<file path="config.mk">
export PLATFORM = sky130hd
export DESIGN_NAME = calendar_date_normalizer_top_flat
export DESIGN_NICKNAME = d
export VERILOG_FILES = /design/src/hdl/cdn_pkg.sv /design/src/hdl/cdn_raw_if.sv /design/src/hdl/cdn_norm_if.sv /design/src/hdl/calendar_date_normalizer_top.sv /design/src/flat_wrapper.sv
export SDC_FILE = /design/constraint.sdc
export NUM_CORES = 1
export LEC_CHECK = 0
export ABC_AREA = 1
export BUFFER_PORTS_ARGS = -buffer_cell sky130_fd_sc_hd__buf_2
export CELL_PAD_IN_SITES_DETAIL_PLACEMENT = 1
export CELL_PAD_IN_SITES_GLOBAL_PLACEMENT = 2
export CORE_ASPECT_RATIO = 0.6
export CORE_MARGIN = 8
export CORE_UTILIZATION = 30
export DETAILED_ROUTE_END_ITERATION = 6
export PLACE_DENSITY_LB_ADDON = 0.1
export SLEW_MARGIN = 30
export SYNTH_ARGS = -nofsm -noshare
export SYNTH_HDL_FRONTEND = slang
export SYNTH_SLANG_ARGS = --single-unit
</file>
<file path="constraint.sdc">
create_clock -name clk -period 4.4 [get_ports clk]
set_clock_uncertainty 0.2 [all_clocks]
set_input_delay 0.22 -clock clk [delete_from_list [all_inputs] [get_ports clk]]
set_output_delay 0.22 -clock clk [all_outputs]
set_load 0.02 [all_outputs]
</file>
<file path="src/hdl/cdn_pkg.sv">
`timescale 1ns / 1ps
// Shared widths, calendar constants and helper functions for the date normalizer.
package cdn_pkg;

	// Field widths
	localparam int DAY_W   = 21;
	localparam int MON_W   = 13;
	localparam int YEAR_W  = 16;
	localparam int NDAY_W  = 5;
	localparam int NMON_W  = 4;
	localparam int NYEAR_W = 16;

	// Shared subtractor operand widths
	localparam int OPA_W = DAY_W;
	localparam int OPB_W = 18;

	// Calendar constants
	localparam int MONTHS_PER_YEAR = 12;
	localparam int MONTH_BLOCK     = 144;     // twelve years of months
	localparam int MONTH_BLOCK_YRS = 12;
	localparam int YEAR_BLOCK      = 4000;    // ten Gregorian cycles
	localparam int ERA_YEARS       = 400;
	localparam int ERA_DAYS        = 146097;  // days in one 400-year cycle
	localparam int COMMON_YEAR     = 365;
	localparam int CENTURY         = 100;
	localparam int LEAP_STEP       = 4;
	localparam int LEAP_FEB        = 29;
	localparam int FEBRUARY        = 2;
	localparam int MOD_W           = 9;       // width of year mod 400

	// Leap rule on the year taken mod 400
	function automatic logic is_leap(input logic [MOD_W-1:0] ymod);
		logic by_cent;
		logic by_four;
		by_cent = (ymod == MOD_W'(CENTURY)) || (ymod == MOD_W'(2 * CENTURY)) ||
		          (ymod == MOD_W'(3 * CENTURY));
		by_four = (ymod % LEAP_STEP) == '0;
		return (ymod == '0) || (!by_cent && by_four);
	endfunction

	// Month length, February taken from the leap flag
	function automatic logic [NDAY_W-1:0] days_in_month(input logic [NMON_W-1:0] m,
	                                                    input logic leap);
		logic [NDAY_W-1:0] len;
		case (m)
			4'd1:    len = 5'd31;
			4'd2:    len = leap ? NDAY_W'(LEAP_FEB) : 5'd28;
			4'd3:    len = 5'd31;
			4'd4:    len = 5'd30;
			4'd5:    len = 5'd31;
			4'd6:    len = 5'd30;
			4'd7:    len = 5'd31;
			4'd8:    len = 5'd31;
			4'd9:    len = 5'd30;
			4'd10:   len = 5'd31;
			4'd11:   len = 5'd30;
			4'd12:   len = 5'd31;
			default: len = 5'd0;
		endcase
		return len;
	endfunction

endpackage

</file>
<file path="src/hdl/cdn_raw_if.sv">
`timescale 1ns / 1ps
// Input channel carrying one raw signed calendar triple.
interface cdn_raw_if;
	logic                              valid;
	logic                              ready;
	logic signed [cdn_pkg::DAY_W-1:0]  raw_day;
	logic signed [cdn_pkg::MON_W-1:0]  raw_month;
	logic signed [cdn_pkg::YEAR_W-1:0] raw_year;

	modport source (output valid, output raw_day, output raw_month, output raw_year,
	                input ready);
	modport sink   (input valid, input raw_day, input raw_month, input raw_year,
	                output ready);
endinterface

</file>
<file path="src/hdl/cdn_norm_if.sv">
`timescale 1ns / 1ps
// Output channel carrying one normalized Gregorian date.
interface cdn_norm_if;
	logic                         valid;
	logic                         ready;
	logic [cdn_pkg::NDAY_W-1:0]   norm_day;
	logic [cdn_pkg::NMON_W-1:0]   norm_month;
	logic [cdn_pkg::NYEAR_W-1:0]  norm_year;

	modport source (output valid, output norm_day, output norm_month, output norm_year,
	                input ready);
	modport sink   (input valid, input norm_day, input norm_month, input norm_year,
	                output ready);
endinterface

</file>
<file path="src/hdl/calendar_date_normalizer_top.sv">
`timescale 1ns / 1ps
// Top level of the Gregorian date normalizer: sequencer around one shared subtractor.
//
// Takes one raw (day, month, year) triple at a time, replaces each field by its
// magnitude (zero becomes one) and returns the equivalent valid Gregorian date.
// Every step is one subtraction on a single shared subtractor: months are folded
// into years 144 and then 12 at a time, the year is reduced mod 400 to drive the
// leap rule, then surplus days are removed in 400-year cycles, single years and
// finally single months. The single-year loop sets the bulk of the time from
// transfer in to result. The input is ready only while the sequencer is idle,
// so the next transfer in comes at the earliest in the cycle after the result
// is loaded; the result sits in an output register, so a new triple may be
// taken while the previous date still waits, and a finished date is held back
// until that register is free.
module calendar_date_normalizer_top (
	input  logic               clk,
	input  logic               arst_n,
	cdn_raw_if.sink            raw,
	cdn_norm_if.source         norm
);

	typedef enum logic [2:0] {
		S_IDLE,
		S_MON_BIG,
		S_MON,
		S_MOD_BIG,
		S_MOD,
		S_ERA,
		S_YEAR,
		S_MONTH
	} state_t;

	state_t                              state_q;
	logic [cdn_pkg::DAY_W-1:0]           day_q;
	logic [cdn_pkg::MON_W-1:0]           mon_q;
	logic [cdn_pkg::YEAR_W-1:0]          year_q;
	logic [cdn_pkg::YEAR_W-1:0]          ymod_q;
	logic                                out_valid_q;
	logic [cdn_pkg::NDAY_W-1:0]          out_day_q;
	logic [cdn_pkg::NMON_W-1:0]          out_mon_q;
	logic [cdn_pkg::NYEAR_W-1:0]         out_year_q;

	logic                                in_xfer;
	logic                                slot_free;
	logic                                finish;
	logic [cdn_pkg::DAY_W-1:0]           day_abs;
	logic [cdn_pkg::MON_W-1:0]           mon_abs;
	logic [cdn_pkg::YEAR_W-1:0]          year_abs;
	logic [cdn_pkg::YEAR_W-1:0]          ymod_inc;
	logic                                leap_cur;
	logic                                leap_nxt;
	logic [8:0]                          year_len;
	logic [cdn_pkg::NDAY_W-1:0]          month_len;
	logic [cdn_pkg::OPA_W-1:0]           op_a;
	logic [cdn_pkg::OPB_W-1:0]           op_b;
	logic [cdn_pkg::OPA_W:0]             diff;
	logic                                diff_nonneg;
	logic                                diff_pos;

	// Handshake
	assign raw.ready  = (state_q == S_IDLE);
	assign in_xfer    = raw.valid && raw.ready;
	assign slot_free  = !out_valid_q || norm.ready;

	assign norm.valid      = out_valid_q;
	assign norm.norm_day   = out_day_q;
	assign norm.norm_month = out_mon_q;
	assign norm.norm_year  = out_year_q;

	// Magnitudes of the raw fields; the most negative pattern maps to its magnitude
	always_comb begin
		day_abs  = raw.raw_day[cdn_pkg::DAY_W-1] ? (~raw.raw_day + 1'b1) : raw.raw_day;
		mon_abs  = raw.raw_month[cdn_pkg::MON_W-1] ? (~raw.raw_month + 1'b1)
		                                           : raw.raw_month;
		year_abs = raw.raw_year[cdn_pkg::YEAR_W-1] ? (~raw.raw_year + 1'b1)
		                                           : raw.raw_year;
	end

	// Leap flags for the current and the following year
	assign ymod_inc = (ymod_q == cdn_pkg::YEAR_W'(cdn_pkg::ERA_YEARS - 1)) ? '0
	                                                                      : ymod_q + 1'b1;
	assign leap_cur  = cdn_pkg::is_leap(ymod_q[cdn_pkg::MOD_W-1:0]);
	assign leap_nxt  = cdn_pkg::is_leap(ymod_inc[cdn_pkg::MOD_W-1:0]);
	assign month_len = cdn_pkg::days_in_month(mon_q[cdn_pkg::NMON_W-1:0], leap_cur);

	// The twelve months ahead hold February of this year only from January or February
	always_comb begin
		if (mon_q <= cdn_pkg::MON_W'(cdn_pkg::FEBRUARY)) begin
			year_len = 9'(cdn_pkg::COMMON_YEAR) + {8'b0, leap_cur};
		end else begin
			year_len = 9'(cdn_pkg::COMMON_YEAR) + {8'b0, leap_nxt};
		end
	end

	// Select operands of the shared subtractor
	always_comb begin
		op_a = day_q;
		op_b = '0;
		case (state_q)
			S_MON_BIG: begin
				op_a = cdn_pkg::OPA_W'(mon_q);
				op_b = cdn_pkg::OPB_W'(cdn_pkg::MONTH_BLOCK);
			end
			S_MON: begin
				op_a = cdn_pkg::OPA_W'(mon_q);
				op_b = cdn_pkg::OPB_W'(cdn_pkg::MONTHS_PER_YEAR);
			end
			S_MOD_BIG: begin
				op_a = cdn_pkg::OPA_W'(ymod_q);
				op_b = cdn_pkg::OPB_W'(cdn_pkg::YEAR_BLOCK);
			end
			S_MOD: begin
				op_a = cdn_pkg::OPA_W'(ymod_q);
				op_b = cdn_pkg::OPB_W'(cdn_pkg::ERA_YEARS);
			end
			S_ERA:   op_b = cdn_pkg::OPB_W'(cdn_pkg::ERA_DAYS);
			S_YEAR:  op_b = cdn_pkg::OPB_W'(year_len);
			S_MONTH: op_b = cdn_pkg::OPB_W'(month_len);
			default: op_b = '0;
		endcase
	end

	// Shared subtractor
	assign diff        = {1'b0, op_a} - (cdn_pkg::OPA_W + 1)'(op_b);
	assign diff_nonneg = !diff[cdn_pkg::OPA_W];
	assign diff_pos    = diff_nonneg && (diff != '0);

	// Hand the date over once no month is left to drop and the output is free
	assign finish = (state_q == S_MONTH) && !diff_pos && slot_free;

	// Sequencer and output register
	always_ff @(posedge clk or negedge arst_n) begin
		if (!arst_n) begin
			state_q     <= S_IDLE;
			day_q       <= '0;
			mon_q       <= '0;
			year_q      <= '0;
			ymod_q      <= '0;
			out_valid_q <= 1'b0;
			out_day_q   <= '0;
			out_mon_q   <= '0;
			out_year_q  <= '0;
		end else begin
			// Load a finished date, or drop the one just taken
			if (finish) begin
				out_day_q   <= day_q[cdn_pkg::NDAY_W-1:0];
				out_mon_q   <= mon_q[cdn_pkg::NMON_W-1:0];
				out_year_q  <= year_q;
				out_valid_q <= 1'b1;
			end else if (norm.ready) begin
				out_valid_q <= 1'b0;
			end
			case (state_q)
				S_IDLE: begin
					if (in_xfer) begin
						day_q   <= (day_abs == '0) ? cdn_pkg::DAY_W'(1) : day_abs;
						mon_q   <= (mon_abs == '0) ? cdn_pkg::MON_W'(1) : mon_abs;
						year_q  <= (year_abs == '0) ? cdn_pkg::YEAR_W'(1) : year_abs;
						state_q <= S_MON_BIG;
					end
				end
				// Fold months into years, twelve years at a time while far above range
				S_MON_BIG: begin
					if (diff_nonneg &&
					    diff[cdn_pkg::OPA_W-1:0] > cdn_pkg::OPA_W'(cdn_pkg::MONTHS_PER_YEAR)) begin
						mon_q  <= diff[cdn_pkg::MON_W-1:0];
						year_q <= year_q + cdn_pkg::YEAR_W'(cdn_pkg::MONTH_BLOCK_YRS);
					end else begin
						state_q <= S_MON;
					end
				end
				// Fold the remaining months one year at a time
				S_MON: begin
					if (diff_pos) begin
						mon_q  <= diff[cdn_pkg::MON_W-1:0];
						year_q <= year_q + 1'b1;
					end else begin
						ymod_q  <= year_q;
						state_q <= S_MOD_BIG;
					end
				end
				// Reduce the year mod 400 for the leap rule
				S_MOD_BIG: begin
					if (diff_nonneg) begin
						ymod_q <= diff[cdn_pkg::YEAR_W-1:0];
					end else begin
						state_q <= S_MOD;
					end
				end
				S_MOD: begin
					if (diff_nonneg) begin
						ymod_q <= diff[cdn_pkg::YEAR_W-1:0];
					end else begin
						state_q <= S_ERA;
					end
				end
				// Drop whole 400-year cycles; the leap phase is unchanged
				S_ERA: begin
					if (diff_pos) begin
						day_q  <= diff[cdn_pkg::DAY_W-1:0];
						year_q <= year_q + cdn_pkg::YEAR_W'(cdn_pkg::ERA_YEARS);
					end else begin
						state_q <= S_YEAR;
					end
				end
				// Drop the twelve months ahead while the days cover them all
				S_YEAR: begin
					if (diff_pos) begin
						day_q  <= diff[cdn_pkg::DAY_W-1:0];
						year_q <= year_q + 1'b1;
						ymod_q <= ymod_inc;
					end else begin
						state_q <= S_MONTH;
					end
				end
				// Drop single months, then go idle once the date is handed over
				S_MONTH: begin
					if (diff_pos) begin
						day_q <= diff[cdn_pkg::DAY_W-1:0];
						if (mon_q == cdn_pkg::MON_W'(cdn_pkg::MONTHS_PER_YEAR)) begin
							mon_q  <= cdn_pkg::MON_W'(1);
							year_q <= year_q + 1'b1;
							ymod_q <= ymod_inc;
						end else begin
							mon_q <= mon_q + 1'b1;
						end
					end else if (slot_free) begin
						state_q <= S_IDLE;
					end
				end
				default: state_q <= S_IDLE;
			endcase
		end
	end

	// A transfer in always starts the sequencer
	a_start: assert property (@(posedge clk) disable iff (!arst_n)
		in_xfer |=> (state_q == S_MON_BIG))
		else $error("sequencer did not start after input transfer");

	// Month stays in range once the day phases run
	a_month_range: assert property (@(posedge clk) disable iff (!arst_n)
		(state_q == S_ERA || state_q == S_YEAR || state_q == S_MONTH) |->
		(mon_q >= cdn_pkg::MON_W'(1) &&
		 mon_q <= cdn_pkg::MON_W'(cdn_pkg::MONTHS_PER_YEAR)))
		else $error("month out of range during day reduction");

	// Leap phase is a true residue mod 400 during the day phases
	a_ymod_range: assert property (@(posedge clk) disable iff (!arst_n)
		(state_q == S_ERA || state_q == S_YEAR || state_q == S_MONTH) |->
		(ymod_q < cdn_pkg::YEAR_W'(cdn_pkg::ERA_YEARS)))
		else $error("year residue out of range");

	// A presented date has a nonzero day and a month in range
	a_out_valid_date: assert property (@(posedge clk) disable iff (!arst_n)
		out_valid_q |-> (out_day_q != '0 && out_mon_q != '0 &&
		                 out_mon_q <= cdn_pkg::NMON_W'(cdn_pkg::MONTHS_PER_YEAR)))
		else $error("output date out of range");

endmodule

</file>
<file path="src/flat_wrapper.sv">
// flat-port wrapper written by rule: the top's interface ports become plain ports
module calendar_date_normalizer_top_flat 
  (clk, arst_n, raw_valid, raw_raw_day, raw_raw_month, raw_raw_year, raw_ready, norm_valid, norm_norm_day, norm_norm_month, norm_norm_year, norm_ready);
  cdn_raw_if raw_i ();
  cdn_norm_if norm_i ();
  input  logic clk;
  input  logic arst_n;
  input wire logic [$bits(raw_i.valid)-1:0] raw_valid;
  input wire logic [$bits(raw_i.raw_day)-1:0] raw_raw_day;
  input wire logic [$bits(raw_i.raw_month)-1:0] raw_raw_month;
  input wire logic [$bits(raw_i.raw_year)-1:0] raw_raw_year;
  output wire logic [$bits(raw_i.ready)-1:0] raw_ready;
  output wire logic [$bits(norm_i.valid)-1:0] norm_valid;
  output wire logic [$bits(norm_i.norm_day)-1:0] norm_norm_day;
  output wire logic [$bits(norm_i.norm_month)-1:0] norm_norm_month;
  output wire logic [$bits(norm_i.norm_year)-1:0] norm_norm_year;
  input wire logic [$bits(norm_i.ready)-1:0] norm_ready;
  assign raw_i.valid = raw_valid;
  assign raw_i.raw_day = raw_raw_day;
  assign raw_i.raw_month = raw_raw_month;
  assign raw_i.raw_year = raw_raw_year;
  assign raw_ready = raw_i.ready;
  assign norm_valid = norm_i.valid;
  assign norm_norm_day = norm_i.norm_day;
  assign norm_norm_month = norm_i.norm_month;
  assign norm_norm_year = norm_i.norm_year;
  assign norm_i.ready = norm_ready;
  calendar_date_normalizer_top u_core (.clk(clk), .arst_n(arst_n), .raw(raw_i), .norm(norm_i));
endmodule
</file>
# Yosys cells after proc, flatten, opt, wreduce, memory -nomap -nowiden
# Cells that the tools add are included.
dict set report op_classes {
  order_cmp 2
  mux 46
  addsub 11
  n_eq_ne 45
  n_reduce_logical 44
  bitwise 3
}
# cell n
set op_table {}
lappend op_table {{two-way mux 16 bit} 14}
lappend op_table {{case mux 18 bit (7 select lines)} 1}
lappend op_table {{two-way mux 13 bit} 7}
lappend op_table {{two-way mux 21 bit} 4}
lappend op_table {{case mux 21 bit (2 select lines)} 2}
lappend op_table {{case mux 16 bit (5 select lines)} 1}
lappend op_table {{logical NOT 32 bit} 2}
lappend op_table {{case mux 16 bit (4 select lines)} 1}
lappend op_table {{case mux 13 bit (4 select lines)} 1}
lappend op_table {{adder 16 x 1 -> 16 bit, second input constant} 3}
lappend op_table {{two-way mux 3 bit} 9}
lappend op_table {{adder 13 x 1 -> 13 bit, second input constant} 2}
lappend op_table {{case mux 3 bit (8 select lines)} 1}
lappend op_table {{nonzero test 22 bit} 1}
lappend op_table {{subtractor 21 x 18 -> 22 bit} 1}
lappend op_table {{adder 21 x 1 -> 21 bit, second input constant} 1}
lappend op_table {{> comparator 21 x 4 -> 1 bit, second input constant} 1}
lappend op_table {{logical NOT 21 bit} 1}
lappend op_table {{NOT 21 bit} 1}
lappend op_table {{equality test 4 bit, second input constant} 5}
lappend op_table {{inequality test 2 x 1 -> 1 bit, second input constant} 10}
lappend op_table {{adder 9 x 1 -> 9 bit, first input constant} 2}
lappend op_table {{equality test 9 x 7 -> 1 bit, second input constant} 2}
lappend op_table {{equality test 9 x 8 -> 1 bit, second input constant} 2}
lappend op_table {{other kinds (37)} 76}
dict set report word_totals {
  reg_bits 95
  in_bits 54
  out_inout_bits 27
  wordCells 160
}

# Longest topological paths before layout
dict set report depth {
  depth_word 18
  depth_mapped 36
  depth_no_buf 35
}

# Least setup slack after synthesis
# Ideal clock, no wire load.
dict set report synth_timing {
  kind {reg2reg}
  from {register u_core.ymod_q[0] (netlist bit)}
  to {register u_core.out_year_q (netlist bit u_core.norm.norm_year[7])}
  period_less_slack_ps 4581
  path_slack_ps -181
  required_time_ps 4077
  t_arrival_ps 4258
  path_buffers 2
  path_stages_with_launch 36
  setup_ps 123
  path_cell_list {dfrtp_1 > ha_1 > nand3_1 > nor3_1 > inv_1 > nand2_1 > and2_1 > nand2_1 > a221oi_1 > o221ai_1 > nand2_1 > o21ai_0 > o21ai_0 > ha_1 > inv_1 > fa_1 > nand3_1 > nand3_1 > nand3_1 > nand3_1 > nand2_1 > nand3_2 > nand2_2 > nand2_1 > nand2_1 > nand2_2 > nor2_4 > nand3_2 > nand2_4 > nand2_2 > inv_2 > nand2_2 > buf_6 > buf_4 > nand2_1 > o21ai_2}
}
dict set report synth_between {
  elab_chain_len 17
  elab_cells_between_ends 37
  cone_classes {add/sub: 4; eq/ne: 7; mux: 6; reduce/logical: 20}
}
# element line_no
set synth_lines {}
lappend synth_lines {{from (decl)} calendar_date_normalizer_top.sv:37} ;# logic [cdn_pkg::YEAR_W-1:0] ymod_q;
lappend synth_lines {{from (signal assigned)} calendar_date_normalizer_top.sv:178} ;# ymod_q <= year_q;
lappend synth_lines {{from (signal assigned)} calendar_date_normalizer_top.sv:185} ;# ymod_q <= diff[cdn_pkg::YEAR_W-1:0];
lappend synth_lines {{from (signal assigned)} calendar_date_normalizer_top.sv:192} ;# ymod_q <= diff[cdn_pkg::YEAR_W-1:0];
lappend synth_lines {{adder 16 x 1 -> 16 bit / equality test 16 x 9 -> 1 bit (equally long branches)} {calendar_date_normalizer_top.sv:81, calendar_date_normalizer_top.sv:80}}
lappend synth_lines {{two-way mux 16 bit} calendar_date_normalizer_top.sv:80} ;# assign ymod_inc = (ymod_q == cdn_pkg::YEAR_W'(cdn_pkg::ERA_YEARS - 1)) ? '0
lappend synth_lines {{equality test 9 x 7 -> 1 bit / equality test 9 x 8 -> 1 bit (equally long branches)} cdn_pkg.sv:35} ;# by_cent = (ymod == MOD_W'(CENTURY)) || (ymod == MOD_W'(2 * CENTURY)) ||
lappend synth_lines {{logical OR 1 bit (2 in series)} cdn_pkg.sv:35}
lappend synth_lines {{logical NOT 1 bit} cdn_pkg.sv:38} ;# return (ymod == '0) || (!by_cent && by_four);
lappend synth_lines {{logical AND 1 bit} cdn_pkg.sv:38}
lappend synth_lines {{logical OR 1 bit} cdn_pkg.sv:38}
lappend synth_lines {{adder 9 x 1 -> 9 bit} calendar_date_normalizer_top.sv:91} ;# year_len = 9'(cdn_pkg::COMMON_YEAR) + {8'b0, leap_nxt};
lappend synth_lines {{two-way mux 9 bit} calendar_date_normalizer_top.sv:88} ;# if (mon_q <= cdn_pkg::MON_W'(cdn_pkg::FEBRUARY)) begin
lappend synth_lines {{case mux 18 bit (7 select lines)} calendar_date_normalizer_top.sv:99} ;# case (state_q)
lappend synth_lines {{subtractor 21 x 18 -> 22 bit *} calendar_date_normalizer_top.sv:124} ;# assign diff = {1'b0, op_a} - (cdn_pkg::OPA_W + 1)'(op_b);
lappend synth_lines {{nonzero test 22 bit / logical NOT 1 bit (equally long branches)} {calendar_date_normalizer_top.sv:126, calendar_date_normalizer_top.sv:125}}
lappend synth_lines {{logical AND 1 bit *} calendar_date_normalizer_top.sv:126} ;# assign diff_pos = diff_nonneg && (diff != '0);
lappend synth_lines {{logical NOT 1 bit *} calendar_date_normalizer_top.sv:129} ;# assign finish = (state_q == S_MONTH) && !diff_pos && slot_free;
lappend synth_lines {{logical AND 1 bit * (2 in series)} calendar_date_normalizer_top.sv:129}
lappend synth_lines {{to (signal assigned)} calendar_date_normalizer_top.sv:148} ;# out_year_q <= year_q;
lappend synth_lines {{to (decl)} calendar_date_normalizer_top.sv:41} ;# logic [cdn_pkg::NYEAR_W-1:0] out_year_q;
# Mark *: on every way between the ends. The rest lies on a longest branch, timed or not.
# A chain may end at the register's enable or synchronous reset.

# Worst setup path in the final report
dict set report layout_timing {
  from {register u_core.ymod_q[1] (netlist bit)}
  to {register u_core.mon_q[3] (netlist bit)}
}
dict set report layout_between {
  elab_chain_len 16
  elab_cells_between_ends 43
  cone_classes {add/sub: 4; order compare: 1; eq/ne: 10; mux: 9; reduce/logical: 19}
}
# element line_no
set layout_lines {}
lappend layout_lines {{adder 16 x 1 -> 16 bit / equality test 16 x 9 -> 1 bit (equally long branches)} {calendar_date_normalizer_top.sv:81, calendar_date_normalizer_top.sv:80}}
lappend layout_lines {{two-way mux 16 bit} calendar_date_normalizer_top.sv:80}
lappend layout_lines {{equality test 9 x 7 -> 1 bit / equality test 9 x 8 -> 1 bit (equally long branches)} cdn_pkg.sv:35}
lappend layout_lines {{logical OR 1 bit (2 in series)} cdn_pkg.sv:35}
lappend layout_lines {{logical NOT 1 bit} cdn_pkg.sv:38}
lappend layout_lines {{logical AND 1 bit} cdn_pkg.sv:38}
lappend layout_lines {{logical OR 1 bit} cdn_pkg.sv:38}
lappend layout_lines {{adder 9 x 1 -> 9 bit} calendar_date_normalizer_top.sv:91}
lappend layout_lines {{two-way mux 9 bit} calendar_date_normalizer_top.sv:88}
lappend layout_lines {{case mux 18 bit (7 select lines)} calendar_date_normalizer_top.sv:99}
lappend layout_lines {{subtractor 21 x 18 -> 22 bit *} calendar_date_normalizer_top.sv:124}
lappend layout_lines {{> comparator 21 x 4 -> 1 bit (tied with other cells)} calendar_date_normalizer_top.sv:165} ;# diff[cdn_pkg::OPA_W-1:0] > cdn_pkg::OPA_W'(cdn_pkg::MONTHS_PER_YEAR)) begin
lappend layout_lines {{logical AND 1 bit (on tied branches)} {calendar_date_normalizer_top.sv:164, calendar_date_normalizer_top.sv:126}}
lappend layout_lines {{inequality test 2 x 1 -> 1 bit (no line)} n/a}
lappend layout_lines {{AND reduction 5 bit (no line)} n/a}
lappend layout_lines {{to (signal assigned)} calendar_date_normalizer_top.sv:157} ;# mon_q <= (mon_abs == '0) ? cdn_pkg::MON_W'(1) : mon_abs;
lappend layout_lines {{to (signal assigned)} calendar_date_normalizer_top.sv:166} ;# mon_q <= diff[cdn_pkg::MON_W-1:0];
lappend layout_lines {{to (signal assigned)} calendar_date_normalizer_top.sv:175} ;# mon_q <= diff[cdn_pkg::MON_W-1:0];
lappend layout_lines {{to (decl)} calendar_date_normalizer_top.sv:35} ;# logic [cdn_pkg::MON_W-1:0] mon_q;
# Mark *: on every way between the ends. The rest lies on a longest branch, timed or not. The select of a mux whose other input is x is not followed.

==> reports/results.tsv <==
stage	metric	value	unit
floorplanning	DIE HEIGHT	153.4	um
yosys	Synth Area per Inst	6.144	um2
yosys	post-synthesis register bit count	95	
clock_tree	htree depth	3	
floorplanning	Die Area	37600	um2
critical_path	Slowest Stage Delay on Critical Path	370	ps
placed_design	port bufs	80	
sta	Slew Limit Fails	0	
clock_tree	clk slew on worst S/H paths	80	ps
clock_tree	clk_lat worst skew	390	ps
run_status	failing checks	negative setup slack	
critical_path	Reg-to-Reg Start	u_core.ymod_q[1]	
routing	wire length per cell	20.77	um
global_routing	M1 GR Usage	0.3970	
min_path	worst hold path type	in -> reg	
critical_path	Critical Path End Type	register	
floorplanning	IO Pins	81	
global_routing	initial antenna violation count	1	
critical_path	critical path required time	4530	ps
critical_path	CP max FO	6	
power	Max VDD drop	0.0001763	V
min_path	Hold Startpoint	raw_raw_day[0]	
routing	vias per cell	5.143	
clock_tree	Root Driver	clkbuf_16	
cells_and_area	P&R area growth vs syn	40.50	%
sta	Final Hold Fails	0	
routing	Iteration-0 DRC Markers	1093	
power	P per Cell Area	142.5	nW/um2
yosys	post-synth top area share	0.2517	
global_routing	Total GRT Usage	0.2447	
routing	drt first pass iters	7	
yosys	Synthesized Nets	1626	
sta	worst relative slew slack	0.4270	
routing	DR vias	11582	
global_routing	vias in the first global route	11489	
clock_tree	CTS tree	done	
sta	Fmax	205.9	MHz
cells_and_area	register area	2381	um2
global_routing	largest net degree at the start of global routing	68	
yosys	Post-synth EDFFs	0	
yosys	register area share after synthesis	0.2517	
global_routing	first-pass GRT wire length	70660	um
cells_and_area	Final Util	0.4268	
yosys	synth top area cells	dfrtp_1 25%, nand2_1 19%, inv_1 8.1%	
cells_and_area	share of layout cells above drive strength 1	0.2691	
sta	post-route minimum period	4857	ps
global_routing	GRT busiest layer	met1	
placed_design	GPL Wtd Cong	0.9140	
yosys	Netlist cell types	52	
critical_path	Setup Crit Path Kind	reg -> reg	
yosys	Async S/R FF share, synth	1.000	
routing	final WL	46780	um
sta	fin worst setup slack	-456.8	ps
global_routing	met2 Usage GRT	0.3058	
run_status	status	finished, violations left	
placed_design	Detail Placement HPWL	37120	um
power	Leakage	6.736	nW
critical_path	critical path launch point type	register	
yosys	Main synth FF type	dfrtp_1	
routing	Routed Antenna Nets	0	
global_routing	GRT overflow	0	
sta	Hold Slack	11.62	ps
clock_tree	CTS sink cnt	95	
yosys	Yosys warnings	0	
global_routing	met3 Track Usage GR	0.07170	
cells_and_area	area of the multi-input gates	6636	um2
cells_and_area	Nets	1920	
floorplanning	row cnt	50	
critical_path	CP max-delay cell	dfrtp_1	
cells_and_area	fillcell total	4042	
floorplanning	Die X	245.1	um
sta	Worst Max-Slew Pin Slew	858.5	ps
floorplanning	core area	31090	um2
yosys	Synth area leader	dfrtp_1	
clock_tree	CTS Buffer Depth	2	
cells_and_area	Ant. Diodes	0	
sta	RSZ-0062 raised after global routing	yes	
yosys	Cells after Synth	1537	
critical_path	Worst Setup SP	u_core.ymod_q[1]	
critical_path	worst path arrival time	4990	ps
job	max-cap viol count	0	
routing	drt drc	0	
sta	Tcrit/Tclk final	1.104	
clock_tree	TritonCTS buffer count	9	
yosys	Mapped Area	9444	um2
sta	Final setup viols	94	
critical_path	CP dominant cell by count	nand2_1	
floorplanning	Starting Density	0.3037	
-- final timing paths --
check                                           to  slack [ps]  cells past startpoint
min in group asynchronous          u_core.mon_q[2]         180                      2
min reg2reg                u_core.norm.norm_day[0]         280                      2
min                                u_core.day_q[0]          10                      5
max in group asynchronous         u_core.day_q[14]        2910                      3
max reg2reg                        u_core.mon_q[3]        -460                     33
max                                u_core.mon_q[3]        -460                     33
-- power by group --
part,leakage [nW],switching [W],internal [W]
combinational,5.38,0.000114,0.0000607
clock,0.138,0.000447,0.000398
sequential,1.22,0.0000000000000000000279,0.000872
-- metrics by stage --
| stage | std cells | setup TNS (ps) | setup slack (ps) | total power [W] | instance area (um2) |
|---|---|---|---|---|---|
| floorplan | 1537 | 0 | 1.040 | 0.0009813 | 9497 |
| global placement | 2188 | -27890 | -386.5 | 0.001063 | 11790 |
| detailed placement | 2188 | -45990 | -610.7 | 0.001066 | 11790 |
| CTS | 2243 | -28010 | -380.2 | 0.001915 | 12900 |
| global route | 2252 | -57010 | -698.8 | 0.001961 | 13270 |
| finish | 2252 | -35280 | -456.8 | 0.001891 | 13270 |
-- cell families (layout without fill, tap and decap cells) --
kind of cell,Yosys count,count (layout),share of synthesized area
simple gates,860,862,0.3920
buf+inv,258,555,0.1090
compound gates,232,232,0.1472
flops,95,95,0.2517
xor+xnor,57,57,0.05286
fa+ha+maj,35,35,0.04717
-- state kept, by name, summed over array words and instances, names as in the netlist --
register,flops
u_core.day_q,21
u_core.norm.norm_year,16
u_core.year_q,16
u_core.ymod_q,16
u_core.mon_q,13
u_core.norm.norm_day,5
u_core.norm.norm_month,4
u_core.state_q,3
u_core.norm.valid,1
-- layout by cell type, fill, tap and decap left out, types with 35 or more instances in the layout --
cell     count
nand2_1    445
buf_4      215
inv_1      199
nor2_1     122
nand3_1    113
dfrtp_1     92
o21ai_0     87
buf_2       79
nand2_2     39
xor2_1      39
a21oi_1     35
-- layout make-up --
| cell class | instances | area share |
|---|---|---|
| clock buffer | 9 | 0.01697 |
| clock inverter | 7 | 0.004715 |
| inverter | 212 | 0.06157 |
| multi-input combinational | 1186 | 0.5001 |
| sequential | 95 | 0.1794 |
| tap | 416 | 0.03923 |
| timing repair buffer | 327 | 0.1979 |
-- Yosys cell counts, drive strengths merged (2+ instances only) --
cell / count
clkinv: 3
nand4: 23
a41oi: 2
nor2: 143
xor2: 45
o31ai: 2
nand2: 505
o221ai: 19
a21oi: 35
inv: 209
a32oi: 2
nand3b: 6
dfrtp: 95
buf: 22
a221oi: 2
o211ai: 10
o22ai: 3
o21ai: 125
a31oi: 22
clkbuf: 24
nor4: 6
ha: 34
o311ai: 3
or2: 6
nor3: 33
xnor2: 12
nand3: 134
-- layer usage --
metal / vias up / routed length (um)
met3: 24 / 4137
met4: 2 / 367
met5: - / 11
met1: 5652 / 25040
li1: 5605 / -
met2: 299 / 17230
-- critical path: cells and delay by family, from the launching register on --
| family | cells | cell delay (ps) |
|---|---|---|
| AND/OR/NAND/NOR | 18 | 1770 |
| adder cells (fa/ha/maj) | 3 | 760 |
| AO/OA/AOI/OAI | 4 | 520 |
| XOR/XNOR | 1 | 160 |
| flip-flops | 1 | 370 |
| buffers and inverters | 7 | 960 |
-- timing repair --
item | 4_1_cts | 5_1_grt
cloned | 12 | 1
hold buffers | 1 | 0
resized for setup | 96 | 69
pin swaps | 36 | 29
endpoints found under the setup margin | 95 | 95
endpoints found under the hold margin | 66 | 0
buffers inserted | 26 | 8
(Power assumes the default switching activity.)
